**config.mk**
```make
export PLATFORM = sky130hd
export DESIGN_NAME = keyhold_differential_drive_mixer
export DESIGN_NICKNAME = d
export VERILOG_FILES = /design/src/hw/rtl/kddm_pkg.sv /design/src/hw/rtl/kddm_ctrl.sv /design/src/hw/rtl/kddm_dp.sv /design/src/hw/rtl/keyhold_differential_drive_mixer.sv
export VERILOG_INCLUDE_DIRS = /design/src /design/src/hw/rtl
export SDC_FILE = /design/constraint.sdc
export NUM_CORES = 2
export LEC_CHECK = 0
export BUFFER_PORTS_ARGS = -buffer_cell sky130_fd_sc_hd__buf_4
export CORE_AREA = 2 2 264 266
export DETAILED_ROUTE_END_ITERATION = 10
export DIE_AREA = 0 0 266 268
export PLACE_DENSITY = 0.77
export SLEW_MARGIN = 30
export SYNTH_ARGS = -nofsm -noshare
export SYNTH_HDL_FRONTEND = slang
export SYNTH_SLANG_ARGS = --single-unit
```
**constraint.sdc**
```tcl
create_clock -name clk -period 9.9 [get_ports clk]
set_clock_uncertainty 0.05 [all_clocks]
set_input_delay 0 -clock clk [delete_from_list [all_inputs] [get_ports clk]]
set_output_delay 0 -clock clk [all_outputs]
set_load 0.02 [all_outputs]
```
**src/hw/rtl/keyhold_differential_drive_mixer_assert.svh**
```systemverilog
// assertion macros for the keyhold differential drive mixer
// used by the top level; no other dependencies
`ifndef KEYHOLD_DIFFERENTIAL_DRIVE_MIXER_ASSERT_SVH
`define KEYHOLD_DIFFERENTIAL_DRIVE_MIXER_ASSERT_SVH
`ifndef NO_ASSERTIONS
// same-cycle implication
`define KDDM_ASSERT_IMP(label, clk, rst_n, ante, cons) \
	label: assert property (@(posedge clk) disable iff (!rst_n) (ante) |-> (cons)) \
		else $error("kddm assertion failed");
// next-cycle implication
`define KDDM_ASSERT_NXT(label, clk, rst_n, ante, cons) \
	label: assert property (@(posedge clk) disable iff (!rst_n) (ante) |=> (cons)) \
		else $error("kddm assertion failed");
`else
`define KDDM_ASSERT_IMP(label, clk, rst_n, ante, cons)
`define KDDM_ASSERT_NXT(label, clk, rst_n, ante, cons)
`endif
`endif

```
**src/hw/rtl/kddm_pkg.sv**
```systemverilog
// shared types, codes and constants of the keyhold differential drive mixer
// no dependencies; used by kddm_ctrl, kddm_dp and the top level
package kddm_pkg;

	localparam int AGE_BITS = 16;
	localparam int TMO_BITS = 16;
	localparam int CMP_BITS = (AGE_BITS > TMO_BITS) ? AGE_BITS : TMO_BITS;
	localparam int SPEED_W = 7;
	localparam int TRIM_W = 4;
	localparam int TICK_W = 7;
	localparam int KEY_W = 4;
	localparam int DIGIT_W = 4;
	localparam int CFG_IDX_W = 3;
	localparam int CFG_DATA_W = 16;
	localparam int TERM_W = 10;
	localparam int N_W = 15;
	localparam int MAG_W = 14;
	localparam int X_W = 22;
	localparam int OUT_W = 8;

	typedef logic [AGE_BITS-1:0] age_t;
	typedef logic [AGE_BITS:0] age_ext_t;
	typedef logic [CMP_BITS-1:0] cmp_t;
	typedef logic signed [TERM_W-1:0] term_t;
	typedef logic signed [N_W-1:0] drive_t;

	localparam age_t AGE_NEVER = '1;

	localparam logic [SPEED_W-1:0] SPEED_MIN = 7'd9;
	localparam logic [SPEED_W-1:0] SPEED_MAX = 7'd90;
	localparam logic [SPEED_W-1:0] SPEED_STEP = 7'd9;
	localparam logic [SPEED_W-1:0] SPEED_RST = 7'd45;
	localparam logic [TRIM_W-1:0] TRIM_MIN = 4'd5;
	localparam logic [TRIM_W-1:0] TRIM_MAX = 4'd15;
	localparam logic [TRIM_W-1:0] TRIM_RST = 4'd10;
	localparam logic [TMO_BITS-1:0] TIMEOUT_RST = 16'd550;
	localparam logic [TICK_W-1:0] TICK_RST = 7'd10;

	localparam term_t SPIN_TERM = 10'sd360;
	localparam drive_t FULL_SCALE = 15'sd9000;
	localparam logic [MAG_W-1:0] HUND_HALF = 14'd45;
	// rounded-up reciprocals: 2^22/90 and 2^35/9000
	localparam logic [15:0] HUND_RECIP = 16'd46604;
	localparam int HUND_SHIFT = 22;
	localparam logic [X_W-1:0] PWM_RECIP = 22'd3817749;
	localparam int PWM_SHIFT = 35;
	// 4500 + 127*9000
	localparam logic signed [X_W:0] PWM_BIAS = 23'sd1147500;

	typedef enum logic {
		OP_KEY = 1'b0,
		OP_TICK = 1'b1
	} op_t;

	typedef enum logic [KEY_W-1:0] {
		KEY_UP = 4'd0,
		KEY_DOWN = 4'd1,
		KEY_LEFT = 4'd2,
		KEY_RIGHT = 4'd3,
		KEY_STOP = 4'd4,
		KEY_SPEED_UP = 4'd5,
		KEY_SPEED_DOWN = 4'd6,
		KEY_DIGIT = 4'd7,
		KEY_LTRIM_UP = 4'd8,
		KEY_LTRIM_DOWN = 4'd9,
		KEY_RTRIM_UP = 4'd10,
		KEY_RTRIM_DOWN = 4'd11
	} key_t;

	typedef enum logic [CFG_IDX_W-1:0] {
		CFG_INITIAL_SPEED = 3'd0,
		CFG_INITIAL_LEFT_TRIM = 3'd1,
		CFG_INITIAL_RIGHT_TRIM = 3'd2,
		CFG_PWM_MODE = 3'd3,
		CFG_RELEASE_TIMEOUT = 3'd4,
		CFG_TICK_MS = 3'd5
	} cfg_idx_t;

	typedef enum logic [2:0] {
		ST_IDLE,
		ST_EXEC,
		ST_MUL,
		ST_PRE,
		ST_CONV
	} state_t;

	typedef struct packed {
		logic load_in;
		logic exec;
		logic mul;
		logic pre;
		logic conv;
	} dp_cmd_t;

	typedef struct packed {
		logic op_is_tick;
	} dp_stat_t;

endpackage

```
**src/hw/rtl/kddm_ctrl.sv**
```systemverilog
// sequencing state machine of the keyhold differential drive mixer
// depends on kddm_pkg; drives the command struct of kddm_dp
module kddm_ctrl (
	input  logic                clk,
	input  logic                arst_n,
	input  logic                in_valid,
	input  logic                in_op,
	output logic                in_ready,
	input  logic                out_ready,
	output logic                out_valid,
	input  kddm_pkg::dp_stat_t  stat,
	output kddm_pkg::dp_cmd_t   cmd
);

	kddm_pkg::state_t state_q, state_nxt;
	logic out_valid_q;
	logic out_free;

	// a tick may only start once the result slot is free or draining
	assign out_free = !out_valid_q || out_ready;
	assign out_valid = out_valid_q;

	always_ff @(posedge clk or negedge arst_n) begin
		if (!arst_n) begin
			state_q <= kddm_pkg::ST_IDLE;
		end else begin
			state_q <= state_nxt;
		end
	end

	always_comb begin
		state_nxt = state_q;
		cmd = '0;
		in_ready = 1'b0;
		case (state_q)
			kddm_pkg::ST_IDLE: begin
				in_ready = (in_op == kddm_pkg::OP_KEY) || out_free;
				if (in_valid && in_ready) begin
					cmd.load_in = 1'b1;
					state_nxt = kddm_pkg::ST_EXEC;
				end
			end
			kddm_pkg::ST_EXEC: begin
				cmd.exec = 1'b1;
				state_nxt = stat.op_is_tick ? kddm_pkg::ST_MUL : kddm_pkg::ST_IDLE;
			end
			kddm_pkg::ST_MUL: begin
				cmd.mul = 1'b1;
				state_nxt = kddm_pkg::ST_PRE;
			end
			kddm_pkg::ST_PRE: begin
				cmd.pre = 1'b1;
				state_nxt = kddm_pkg::ST_CONV;
			end
			kddm_pkg::ST_CONV: begin
				cmd.conv = 1'b1;
				state_nxt = kddm_pkg::ST_IDLE;
			end
			default: begin
				state_nxt = kddm_pkg::ST_IDLE;
			end
		endcase
	end

	always_ff @(posedge clk or negedge arst_n) begin
		if (!arst_n) begin
			out_valid_q <= 1'b0;
		end else if (cmd.conv) begin
			out_valid_q <= 1'b1;
		end else if (out_ready) begin
			out_valid_q <= 1'b0;
		end
	end

endmodule

```
**src/hw/rtl/kddm_dp.sv**
```systemverilog
// datapath of the keyhold differential drive mixer: live state, settings,
// mixing stages and result registers; depends on kddm_pkg
module kddm_dp (
	input  logic                                    clk,
	input  logic                                    arst_n,
	input  kddm_pkg::dp_cmd_t                       cmd,
	output kddm_pkg::dp_stat_t                      stat,
	input  logic                                    in_op,
	input  logic [kddm_pkg::KEY_W-1:0]              in_key,
	input  logic [kddm_pkg::DIGIT_W-1:0]            in_digit,
	input  logic                                    cfg_we,
	input  logic [kddm_pkg::CFG_IDX_W-1:0]          cfg_idx,
	input  logic [kddm_pkg::CFG_DATA_W-1:0]         cfg_wdata,
	output logic signed [kddm_pkg::OUT_W-1:0]       left_hund,
	output logic signed [kddm_pkg::OUT_W-1:0]       right_hund,
	output logic [kddm_pkg::OUT_W-1:0]              left_pwm_code,
	output logic [kddm_pkg::OUT_W-1:0]              right_pwm_code,
	output logic                                    pwm_fmt
);

	function automatic logic is_held(kddm_pkg::age_t a, logic [kddm_pkg::TMO_BITS-1:0] tmo);
		return (a != kddm_pkg::AGE_NEVER) && (kddm_pkg::cmp_t'(a) < kddm_pkg::cmp_t'(tmo));
	endfunction

	function automatic kddm_pkg::age_t age_grow(kddm_pkg::age_t a,
			logic [kddm_pkg::TICK_W-1:0] t);
		kddm_pkg::age_ext_t sum;
		sum = kddm_pkg::age_ext_t'(a) + kddm_pkg::age_ext_t'(t);
		if (sum >= kddm_pkg::age_ext_t'(kddm_pkg::AGE_NEVER)) begin
			return kddm_pkg::AGE_NEVER;
		end
		return sum[kddm_pkg::AGE_BITS-1:0];
	endfunction

	function automatic logic [kddm_pkg::SPEED_W-1:0] clamp_speed(logic [7:0] v);
		if (v < 8'(kddm_pkg::SPEED_MIN)) begin
			return kddm_pkg::SPEED_MIN;
		end
		if (v > 8'(kddm_pkg::SPEED_MAX)) begin
			return kddm_pkg::SPEED_MAX;
		end
		return v[kddm_pkg::SPEED_W-1:0];
	endfunction

	function automatic logic [kddm_pkg::TRIM_W-1:0] clamp_trim(logic [kddm_pkg::TRIM_W-1:0] v);
		return (v < kddm_pkg::TRIM_MIN) ? kddm_pkg::TRIM_MIN : v;
	endfunction

	// input item register
	logic op_q;
	logic [kddm_pkg::KEY_W-1:0] key_q;
	logic [kddm_pkg::DIGIT_W-1:0] digit_q;

	// live state and settings
	kddm_pkg::age_t age_up_q, age_down_q, age_left_q, age_right_q;
	logic [kddm_pkg::SPEED_W-1:0] speed_q;
	logic [kddm_pkg::TRIM_W-1:0] left_trim_q, right_trim_q;
	logic pwm_mode_q;
	logic [kddm_pkg::TMO_BITS-1:0] timeout_q;
	logic [kddm_pkg::TICK_W-1:0] tick_q;

	// pipeline stages
	kddm_pkg::term_t l_term_s1, r_term_s1;
	kddm_pkg::drive_t l_n_s2, r_n_s2;
	logic [kddm_pkg::MAG_W-1:0] l_mag_s3, r_mag_s3;
	logic l_neg_s3, r_neg_s3;
	logic [kddm_pkg::X_W-1:0] l_x_s3, r_x_s3;

	// result registers
	logic signed [kddm_pkg::OUT_W-1:0] left_hund_q, right_hund_q;
	logic [kddm_pkg::OUT_W-1:0] left_pwm_q, right_pwm_q;
	logic pwm_fmt_q;

	// key-event helpers
	logic [7:0] speed_inc, digit_x10;

	// mixer decisions
	logic hu, hd, hl, hr;
	logic v_act, v_neg, h_act, h_left;
	kddm_pkg::term_t base_t, curve_t, l_term, r_term;

	// multiply and conversion
	kddm_pkg::drive_t l_prod, r_prod, l_n, r_n;
	logic signed [kddm_pkg::X_W:0] l_xs, r_xs;
	logic [29:0] l_ph, r_ph;
	logic [43:0] l_pp, r_pp;
	logic [kddm_pkg::OUT_W-1:0] l_qh, r_qh, l_qp, r_qp;

	assign stat.op_is_tick = (op_q == kddm_pkg::OP_TICK);

	assign speed_inc = 8'(speed_q) + 8'(kddm_pkg::SPEED_STEP);
	assign digit_x10 = (8'(digit_q) << 3) + (8'(digit_q) << 1);

	always_comb begin
		hu = is_held(age_up_q, timeout_q);
		hd = is_held(age_down_q, timeout_q);
		hl = is_held(age_left_q, timeout_q);
		hr = is_held(age_right_q, timeout_q);
		// older press wins a pair, a tie goes to down or right
		v_act = hu || hd;
		v_neg = hd && !(hu && (age_up_q > age_down_q));
		h_act = hl || hr;
		h_left = hl && (!hr || (age_left_q > age_right_q));
		base_t = kddm_pkg::term_t'((10'(speed_q) << 2) + 10'(speed_q));
		curve_t = kddm_pkg::term_t'((10'(speed_q) << 1) + 10'(speed_q));
		l_term = '0;
		r_term = '0;
		if (!v_act) begin
			if (h_act) begin
				l_term = h_left ? -kddm_pkg::SPIN_TERM : kddm_pkg::SPIN_TERM;
				r_term = h_left ? kddm_pkg::SPIN_TERM : -kddm_pkg::SPIN_TERM;
			end
		end else begin
			if (!h_act) begin
				l_term = base_t;
				r_term = base_t;
			end else if (h_left) begin
				l_term = curve_t;
				r_term = base_t;
			end else begin
				l_term = base_t;
				r_term = curve_t;
			end
			if (v_neg) begin
				l_term = -l_term;
				r_term = -r_term;
			end
		end
	end

	always_comb begin
		l_prod = kddm_pkg::drive_t'(l_term_s1) * kddm_pkg::drive_t'($signed({1'b0, left_trim_q}));
		r_prod = kddm_pkg::drive_t'(r_term_s1) * kddm_pkg::drive_t'($signed({1'b0, right_trim_q}));
		l_n = (l_prod > kddm_pkg::FULL_SCALE) ? kddm_pkg::FULL_SCALE :
			(l_prod < -kddm_pkg::FULL_SCALE) ? -kddm_pkg::FULL_SCALE : l_prod;
		r_n = (r_prod > kddm_pkg::FULL_SCALE) ? kddm_pkg::FULL_SCALE :
			(r_prod < -kddm_pkg::FULL_SCALE) ? -kddm_pkg::FULL_SCALE : r_prod;
		// 127*n + bias, positive for every clamped n
		l_xs = ((kddm_pkg::X_W+1)'(l_n_s2) <<< 7) - (kddm_pkg::X_W+1)'(l_n_s2)
			+ kddm_pkg::PWM_BIAS;
		r_xs = ((kddm_pkg::X_W+1)'(r_n_s2) <<< 7) - (kddm_pkg::X_W+1)'(r_n_s2)
			+ kddm_pkg::PWM_BIAS;
		// divide by 90 and by 9000 through reciprocal multiplies
		l_ph = 30'(l_mag_s3) * 30'(kddm_pkg::HUND_RECIP);
		r_ph = 30'(r_mag_s3) * 30'(kddm_pkg::HUND_RECIP);
		l_pp = 44'(l_x_s3) * 44'(kddm_pkg::PWM_RECIP);
		r_pp = 44'(r_x_s3) * 44'(kddm_pkg::PWM_RECIP);
		l_qh = l_ph[kddm_pkg::HUND_SHIFT+kddm_pkg::OUT_W-1:kddm_pkg::HUND_SHIFT];
		r_qh = r_ph[kddm_pkg::HUND_SHIFT+kddm_pkg::OUT_W-1:kddm_pkg::HUND_SHIFT];
		l_qp = l_pp[kddm_pkg::PWM_SHIFT+kddm_pkg::OUT_W-1:kddm_pkg::PWM_SHIFT];
		r_qp = r_pp[kddm_pkg::PWM_SHIFT+kddm_pkg::OUT_W-1:kddm_pkg::PWM_SHIFT];
	end

	always_ff @(posedge clk) begin
		if (cmd.load_in) begin
			op_q <= in_op;
			key_q <= in_key;
			digit_q <= in_digit;
		end
		if (cmd.exec) begin
			l_term_s1 <= l_term;
			r_term_s1 <= r_term;
		end
		if (cmd.mul) begin
			l_n_s2 <= l_n;
			r_n_s2 <= r_n;
		end
		if (cmd.pre) begin
			l_neg_s3 <= l_n_s2[kddm_pkg::N_W-1];
			r_neg_s3 <= r_n_s2[kddm_pkg::N_W-1];
			l_mag_s3 <= kddm_pkg::MAG_W'(l_n_s2[kddm_pkg::N_W-1] ? -l_n_s2 : l_n_s2)
				+ kddm_pkg::HUND_HALF;
			r_mag_s3 <= kddm_pkg::MAG_W'(r_n_s2[kddm_pkg::N_W-1] ? -r_n_s2 : r_n_s2)
				+ kddm_pkg::HUND_HALF;
			l_x_s3 <= kddm_pkg::X_W'(l_xs);
			r_x_s3 <= kddm_pkg::X_W'(r_xs);
		end
		if (cmd.conv) begin
			left_hund_q <= l_neg_s3 ? -l_qh : l_qh;
			right_hund_q <= r_neg_s3 ? -r_qh : r_qh;
			// quotient tops out at 254, so the code stays in range
			left_pwm_q <= l_qp + 8'd1;
			right_pwm_q <= r_qp + 8'd1;
			pwm_fmt_q <= pwm_mode_q;
		end
	end

	always_ff @(posedge clk or negedge arst_n) begin
		if (!arst_n) begin
			age_up_q <= kddm_pkg::AGE_NEVER;
			age_down_q <= kddm_pkg::AGE_NEVER;
			age_left_q <= kddm_pkg::AGE_NEVER;
			age_right_q <= kddm_pkg::AGE_NEVER;
			speed_q <= kddm_pkg::SPEED_RST;
			left_trim_q <= kddm_pkg::TRIM_RST;
			right_trim_q <= kddm_pkg::TRIM_RST;
			pwm_mode_q <= 1'b0;
			timeout_q <= kddm_pkg::TIMEOUT_RST;
			tick_q <= kddm_pkg::TICK_RST;
		end else begin
			if (cmd.exec && op_q == kddm_pkg::OP_TICK) begin
				age_up_q <= age_grow(age_up_q, tick_q);
				age_down_q <= age_grow(age_down_q, tick_q);
				age_left_q <= age_grow(age_left_q, tick_q);
				age_right_q <= age_grow(age_right_q, tick_q);
			end else if (cmd.exec) begin
				case (key_q)
					kddm_pkg::KEY_UP: begin
						age_up_q <= '0;
					end
					kddm_pkg::KEY_DOWN: begin
						age_down_q <= '0;
					end
					kddm_pkg::KEY_LEFT: begin
						age_left_q <= '0;
					end
					kddm_pkg::KEY_RIGHT: begin
						age_right_q <= '0;
					end
					kddm_pkg::KEY_STOP: begin
						age_up_q <= kddm_pkg::AGE_NEVER;
						age_down_q <= kddm_pkg::AGE_NEVER;
						age_left_q <= kddm_pkg::AGE_NEVER;
						age_right_q <= kddm_pkg::AGE_NEVER;
					end
					kddm_pkg::KEY_SPEED_UP: begin
						speed_q <= clamp_speed(speed_inc);
					end
					kddm_pkg::KEY_SPEED_DOWN: begin
						speed_q <= (speed_q < kddm_pkg::SPEED_MIN + kddm_pkg::SPEED_STEP) ?
							kddm_pkg::SPEED_MIN : speed_q - kddm_pkg::SPEED_STEP;
					end
					kddm_pkg::KEY_DIGIT: begin
						speed_q <= clamp_speed(digit_x10);
					end
					kddm_pkg::KEY_LTRIM_UP: begin
						left_trim_q <= (left_trim_q == kddm_pkg::TRIM_MAX) ?
							left_trim_q : left_trim_q + 4'd1;
					end
					kddm_pkg::KEY_LTRIM_DOWN: begin
						left_trim_q <= (left_trim_q <= kddm_pkg::TRIM_MIN) ?
							kddm_pkg::TRIM_MIN : left_trim_q - 4'd1;
					end
					kddm_pkg::KEY_RTRIM_UP: begin
						right_trim_q <= (right_trim_q == kddm_pkg::TRIM_MAX) ?
							right_trim_q : right_trim_q + 4'd1;
					end
					kddm_pkg::KEY_RTRIM_DOWN: begin
						right_trim_q <= (right_trim_q <= kddm_pkg::TRIM_MIN) ?
							kddm_pkg::TRIM_MIN : right_trim_q - 4'd1;
					end
					default: begin
					end
				endcase
			end
			if (cfg_we) begin
				case (cfg_idx)
					kddm_pkg::CFG_INITIAL_SPEED: begin
						speed_q <= clamp_speed(8'(cfg_wdata[kddm_pkg::SPEED_W-1:0]));
					end
					kddm_pkg::CFG_INITIAL_LEFT_TRIM: begin
						left_trim_q <= clamp_trim(cfg_wdata[kddm_pkg::TRIM_W-1:0]);
					end
					kddm_pkg::CFG_INITIAL_RIGHT_TRIM: begin
						right_trim_q <= clamp_trim(cfg_wdata[kddm_pkg::TRIM_W-1:0]);
					end
					kddm_pkg::CFG_PWM_MODE: begin
						pwm_mode_q <= cfg_wdata[0];
					end
					kddm_pkg::CFG_RELEASE_TIMEOUT: begin
						timeout_q <= cfg_wdata[kddm_pkg::TMO_BITS-1:0];
					end
					kddm_pkg::CFG_TICK_MS: begin
						tick_q <= cfg_wdata[kddm_pkg::TICK_W-1:0];
					end
					default: begin
					end
				endcase
			end
		end
	end

	assign left_hund = left_hund_q;
	assign right_hund = right_hund_q;
	assign left_pwm_code = left_pwm_q;
	assign right_pwm_code = right_pwm_q;
	assign pwm_fmt = pwm_fmt_q;

endmodule

```
**src/hw/rtl/keyhold_differential_drive_mixer.sv**
```systemverilog
// top level of the keyhold differential drive mixer
// depends on kddm_pkg, kddm_ctrl, kddm_dp and the assertion macro header
//
// key events and control ticks enter on one valid/ready channel. a key event
// (op 0) presses a direction, stops, or steps the speed and trims; it gives
// no result and passes through accept, then a single execute step. a tick
// (op 1) goes from accept to a result in the output register through
// execute (held test, pair resolution, mix terms, age growth), trim multiply,
// pwm pre-scale, and the reciprocal-multiply conversion to hundredths and pwm
// codes. the sequencer in kddm_ctrl takes one item at a time.
// key events are taken while a result waits on the output; a tick is taken
// only once the output register is empty or is emptied in that cycle.
// configuration writes are always ready and take effect at once; they are
// meant to be issued only while the block is idle. there is no clearing pass
// after reset.
`include "keyhold_differential_drive_mixer_assert.svh"

module keyhold_differential_drive_mixer (
	input  logic                                    clk,
	input  logic                                    arst_n,
	// input item channel
	input  logic                                    in_valid,
	output logic                                    in_ready,
	input  logic                                    op,
	input  logic [kddm_pkg::KEY_W-1:0]              key,
	input  logic [kddm_pkg::DIGIT_W-1:0]            digit,
	// result channel
	output logic                                    out_valid,
	input  logic                                    out_ready,
	output logic signed [kddm_pkg::OUT_W-1:0]       left_hundredths,
	output logic signed [kddm_pkg::OUT_W-1:0]       right_hundredths,
	output logic [kddm_pkg::OUT_W-1:0]              left_pwm,
	output logic [kddm_pkg::OUT_W-1:0]              right_pwm,
	output logic                                    format_is_pwm,
	// configuration write channel
	input  logic                                    cfg_valid,
	output logic                                    cfg_ready,
	input  logic [kddm_pkg::CFG_IDX_W-1:0]          cfg_index,
	input  logic [kddm_pkg::CFG_DATA_W-1:0]         cfg_data
);

	kddm_pkg::dp_cmd_t cmd;
	kddm_pkg::dp_stat_t stat;
	logic cfg_we;

	// settings registers never back-pressure a write transaction
	assign cfg_ready = 1'b1;
	assign cfg_we = cfg_valid && cfg_ready;

	// sequencer: accept, execute, then the three tick stages
	kddm_ctrl u_ctrl (
		.clk       (clk),
		.arst_n    (arst_n),
		.in_valid  (in_valid),
		.in_op     (op),
		.in_ready  (in_ready),
		.out_ready (out_ready),
		.out_valid (out_valid),
		.stat      (stat),
		.cmd       (cmd)
	);

	// state, settings, mixer arithmetic and the result register
	kddm_dp u_dp (
		.clk            (clk),
		.arst_n         (arst_n),
		.cmd            (cmd),
		.stat           (stat),
		.in_op          (op),
		.in_key         (key),
		.in_digit       (digit),
		.cfg_we         (cfg_we),
		.cfg_idx        (cfg_index),
		.cfg_wdata      (cfg_data),
		.left_hund      (left_hundredths),
		.right_hund     (right_hundredths),
		.left_pwm_code  (left_pwm),
		.right_pwm_code (right_pwm),
		.pwm_fmt        (format_is_pwm)
	);

	// a result is only written into a free or draining output register
	`KDDM_ASSERT_IMP(a_conv_into_free, clk, arst_n, cmd.conv, (!out_valid || out_ready))
	// a tick transaction is only taken when its result will have room
	`KDDM_ASSERT_IMP(a_tick_needs_room, clk, arst_n, (in_valid && in_ready && op), (!out_valid || out_ready))
	// the sequencer issues at most one datapath command per cycle
	`KDDM_ASSERT_IMP(a_one_cmd, clk, arst_n, 1'b1, $onehot0(cmd))
	// the conversion step always presents a result next cycle
	`KDDM_ASSERT_NXT(a_conv_shows_result, clk, arst_n, cmd.conv, out_valid)

endmodule

```
==> impl_metrics.py <==
metrics = {
    "die": {
        "die-area_sq_um": 71300,
        "die_w_microns": 266,
        "die_h_microns": 268,
        "io_pins": 69,
        "num_rows": 96,
        "coreArea_sq_um": 68200,
        "initial_core_util": 0.597,
    },
    "worst_hold_path": {
        "hold_depth": 2,
        "hold_end": "u_dp.digit_q[3]$_DFFE_PP_",
        "hp-start": "digit[3]",
        "hp-class": "input port to register",
    },
    "setup_path": {
        "critPathCaptureType": "register",
        "r2r-start": "u_dp.l_x_s3[1]$_DFFE_PP_",
        "worstPathRequired_ns": 10.15,
        "path_class": "register to register",
        "cp-start-kind": "register",
        "cp.arrival_ns": 7.62,
        "ff2ff_setup_slack_ns": 2.53,
        "critical_path.max_fanout": 8,
        "worstRegToRegCells": 24,
        "timing.rr.end": "u_dp.left_pwm_code[7]$_DFFE_PP_",
    },
    "route": {
        "routed_via_density": 5.78,
        "vias": 30200,
        "wl_microns": 89100,
        "ant_nets": 0,
        "drt-initial-drc-count": 1717,
        "wl_per_cell_microns": 17.0,
        "drc": 0,
        "firstDrtPassIters": 6,
    },
    "clock_tree": {
        "cts_tree": "done",
        "insertion_delay_ns": 0.61,
        "numCtsBuffers": 36,
        "clkSinkCount": 272,
        "post_cts_resize_count": 0,
        "ctsHoldBuffers": 37,
        "cts_root_buf": "clkbuf_16",
        "post-cts-setup-buffers": 0,
        "clockBufferDepth": 3,
        "h-tree-depth": 2,
        "clk_pin_slew_ns": 0.07,
    },
    "logic_synthesis": {
        "yosysSeqAreaShare": 0.190,
        "synth_edf_count": 165,
        "ys_async_sr_fraction": 0.393,
        "synth_area_per_cell_sq_um": 9.64,
        "yosysTopAreaCell": "ha_1",
        "synth_top_area_share": 0.269,
        "syn_inst": 4229,
        "synth_seq_cells": 272,
        "synth_nets": 5495,
        "ys_warn_count": 0,
        "synth.distinct_cells": 97,
        "synth_flop_cell": "edfxtp_1",
        "ys_top_cells_by_area": "ha_1 (27%), fa_1 (18%), edfxtp_1 (12%)",
        "syn_area_sq_um": 40800,
    },
    "layout": {
        "final_util": 0.642,
        "areaGrowthSynthToFinish_pct": 7.50,
        "finalNetCount": 5583,
        "drive_gt1_frac": 0.0638,
        "antenna_cells": 0,
    },
    "global_routing": {
        "grt_max_degree": 75,
        "grt_pass1_vias": 31100,
        "grt.overflow.total": 0,
        "grt_pass1_wl_microns": 150000,
        "grtUsageTotal": 0.257,
        "antenna_found_initial": 0,
    },
    "sta": {
        "hold_ws_ns": 0.0776,
        "tns_ns": 0,
        "slew_headroom": 0.357,
        "finalHoldViolations": 0,
        "tightestPinTransition_ns": 0.965,
        "rsz0062_at_grt": "no",
        "setup_viol": 0,
        "max_clock_freq_mhz": 136,
        "period_share": 0.744,
        "maxSlewViolCount": 0,
        "finalCriticalPeriod_ns": 7.37,
        "setup_slack_ns": 2.53,
    },
    "placed_design": {
        "pre_cts_slack_ns": 2.56,
        "port_buffers": 67,
        "dp_hpwl_microns": 70500,
        "gp_congestion": 0.909,
    },
    "outcome": {
        "status": "completed",
    },
    "run": {
        "max_cap_violations": 0,
    },
}
## stage by stage
stage	cell area, sq um	cells
after global routing	43800	5224
final	43800	5224
after detailed placement	42200	5124
after floorplan	40800	4229
after CTS	43800	5224
after global placement	42200	5124
## synthesized netlist by cell type (8+ instances only)
| cell type | number |
|---|---|
| nand2b_1 | 25 |
| o31ai_1 | 18 |
| inv_1 | 721 |
| nand4_1 | 50 |
| o21a_1 | 35 |
| clkbuf_1 | 47 |
| a211oi_1 | 15 |
| and2_1 | 69 |
| xor2_1 | 56 |
| a31oi_1 | 33 |
| fa_1 | 357 |
| a21boi_0 | 11 |
| dfstp_2 | 78 |
| o311ai_0 | 9 |
| o221ai_1 | 8 |
| a22oi_1 | 13 |
| xnor2_1 | 165 |
| nand3_1 | 64 |
| a221o_1 | 11 |
| nand2_1 | 233 |
| nor3_1 | 69 |
| mux2_2 | 10 |
| nor2b_1 | 36 |
| a211o_1 | 10 |
| edfxtp_1 | 165 |
| a21oi_1 | 214 |
| buf_1 | 9 |
| o21ai_1 | 16 |
| dfrtp_1 | 29 |
| and3_1 | 22 |
| o211ai_1 | 25 |
| o21bai_1 | 33 |
| o21ai_0 | 199 |
| ha_1 | 876 |
| nor2_1 | 178 |
| or3_1 | 21 |
| nor3b_1 | 9 |
| a221oi_1 | 8 |
| a21o_1 | 99 |
| nor4_1 | 14 |
| mux2i_1 | 17 |
| or2_2 | 8 |
## worst max path at each step
stage / end / start / cells after the start
after floorplan: u_dp.left_pwm_code[7]$_DFFE_PP_ / u_dp.l_x_s3[1]$_DFFE_PP_ / 24
after global placement: u_dp.left_pwm_code[7]$_DFFE_PP_ / u_dp.l_x_s3[1]$_DFFE_PP_ / 24
after detailed placement: u_dp.right_pwm_code[7]$_DFFE_PP_ / u_dp.r_x_s3[1]$_DFFE_PP_ / 24
after CTS: u_dp.left_pwm_code[7]$_DFFE_PP_ / u_dp.l_x_s3[1]$_DFFE_PP_ / 24
after global routing: u_dp.right_pwm_code[7]$_DFFE_PP_ / u_dp.r_x_s3[1]$_DFFE_PP_ / 24
final: u_dp.left_pwm_code[7]$_DFFE_PP_ / u_dp.l_x_s3[1]$_DFFE_PP_ / 24
## worst max-delay path: stages (launching register included)
cell       delay (ns)
edfxtp_1         0.57
inv_1            0.12
fa_1             0.55
inv_1            0.05
fa_1             0.52
fa_1             0.44
fa_1             0.51
inv_1            0.06
fa_1             0.53
inv_1            0.06
fa_1             0.52
inv_1            0.05
fa_1             0.49
inv_1            0.04
ha_1             0.40
nand4_2          0.14
a2111oi_2        0.33
o21ai_1          0.10
a21bo_1          0.22
o221ai_2         0.27
xor2_2           0.24
nand4_2          0.15
a211o_1          0.31
a221oi_2         0.24
xnor2_1          0.09
## logic make-up after synthesis
| family | count (synthesis) | synth area share |
|---|---|---|
| adders and majority gates | 1233 | 0.444 |
| AOI/OAI and AO/OA | 851 | 0.136 |
| and+or+nand+nor | 835 | 0.101 |
| buffers and inverters | 787 | 0.0729 |
| DFF | 272 | 0.190 |
| xor gates and xnor gates | 223 | 0.0486 |
| muxes | 27 | 0.00694 |
| other | 1 | 0.0000920 |
## state kept, by name, indices dropped and copies added, names as in the netlist, 8 cells and up
name	flops
u_dp.r_term_s1	9
u_dp.r_mag_s3	14
u_dp.age_right_q	16
u_dp.r_x_s3	22
u_dp.right_hund	8
u_dp.l_x_s3	22
u_dp.age_left_q	16
u_dp.right_pwm_code	8
u_dp.l_term_s1	10
u_dp.l_mag_s3	14
u_dp.l_n_s2	15
u_dp.left_hund	8
u_dp.age_down_q	16
u_dp.timeout_q	16
u_dp.age_up_q	16
u_dp.r_n_s2	15
u_dp.left_pwm_code	8
## cell type report
class | instances | area, sq um
well taps | 882 | 1100
clock inverters | 24 | 327
repair buffers | 114 | 943
clock buffers | 39 | 912
fillers | 5483 | 24400
flip-flops and latches | 272 | 7730
inverters | 723 | 2710
multi-input cells | 3170 | 30100
## routing by layer
layer / global-route usage / vias to the layer above / routed length, microns
met1: 0.323 / 14500 / 38700
met5: 0 / - / 0
met2: 0.462 / 668 / 44200
met4: 0.0885 / 0 / 2790
met3: 0.0265 / 189 / 3370
li1: - / 14800 / -
## cell usage in the layout (no fill, tap or decap), drive strengths merged, types with 24 or more instances in the layout
master	instances
nor2	178
nand3	64
o211ai	25
clkbuf	39
nand4	52
o21bai	33
o21ai	217
o21a	35
a31oi	34
and3	24
dfrtp	29
buf	78
dlygate4sd3	36
nand2b	25
nor3	70
xnor2	166
nand2	234
a21oi	217
inv	726
edfxtp	165
xor2	57
dfstp	78
fa	357
ha	876
nor2b	36
a21o	101
and2	69
Power is left out: the tool's default activity adds up to more than one toggle a clock period on the data nets, which glitch-free logic cannot reach.
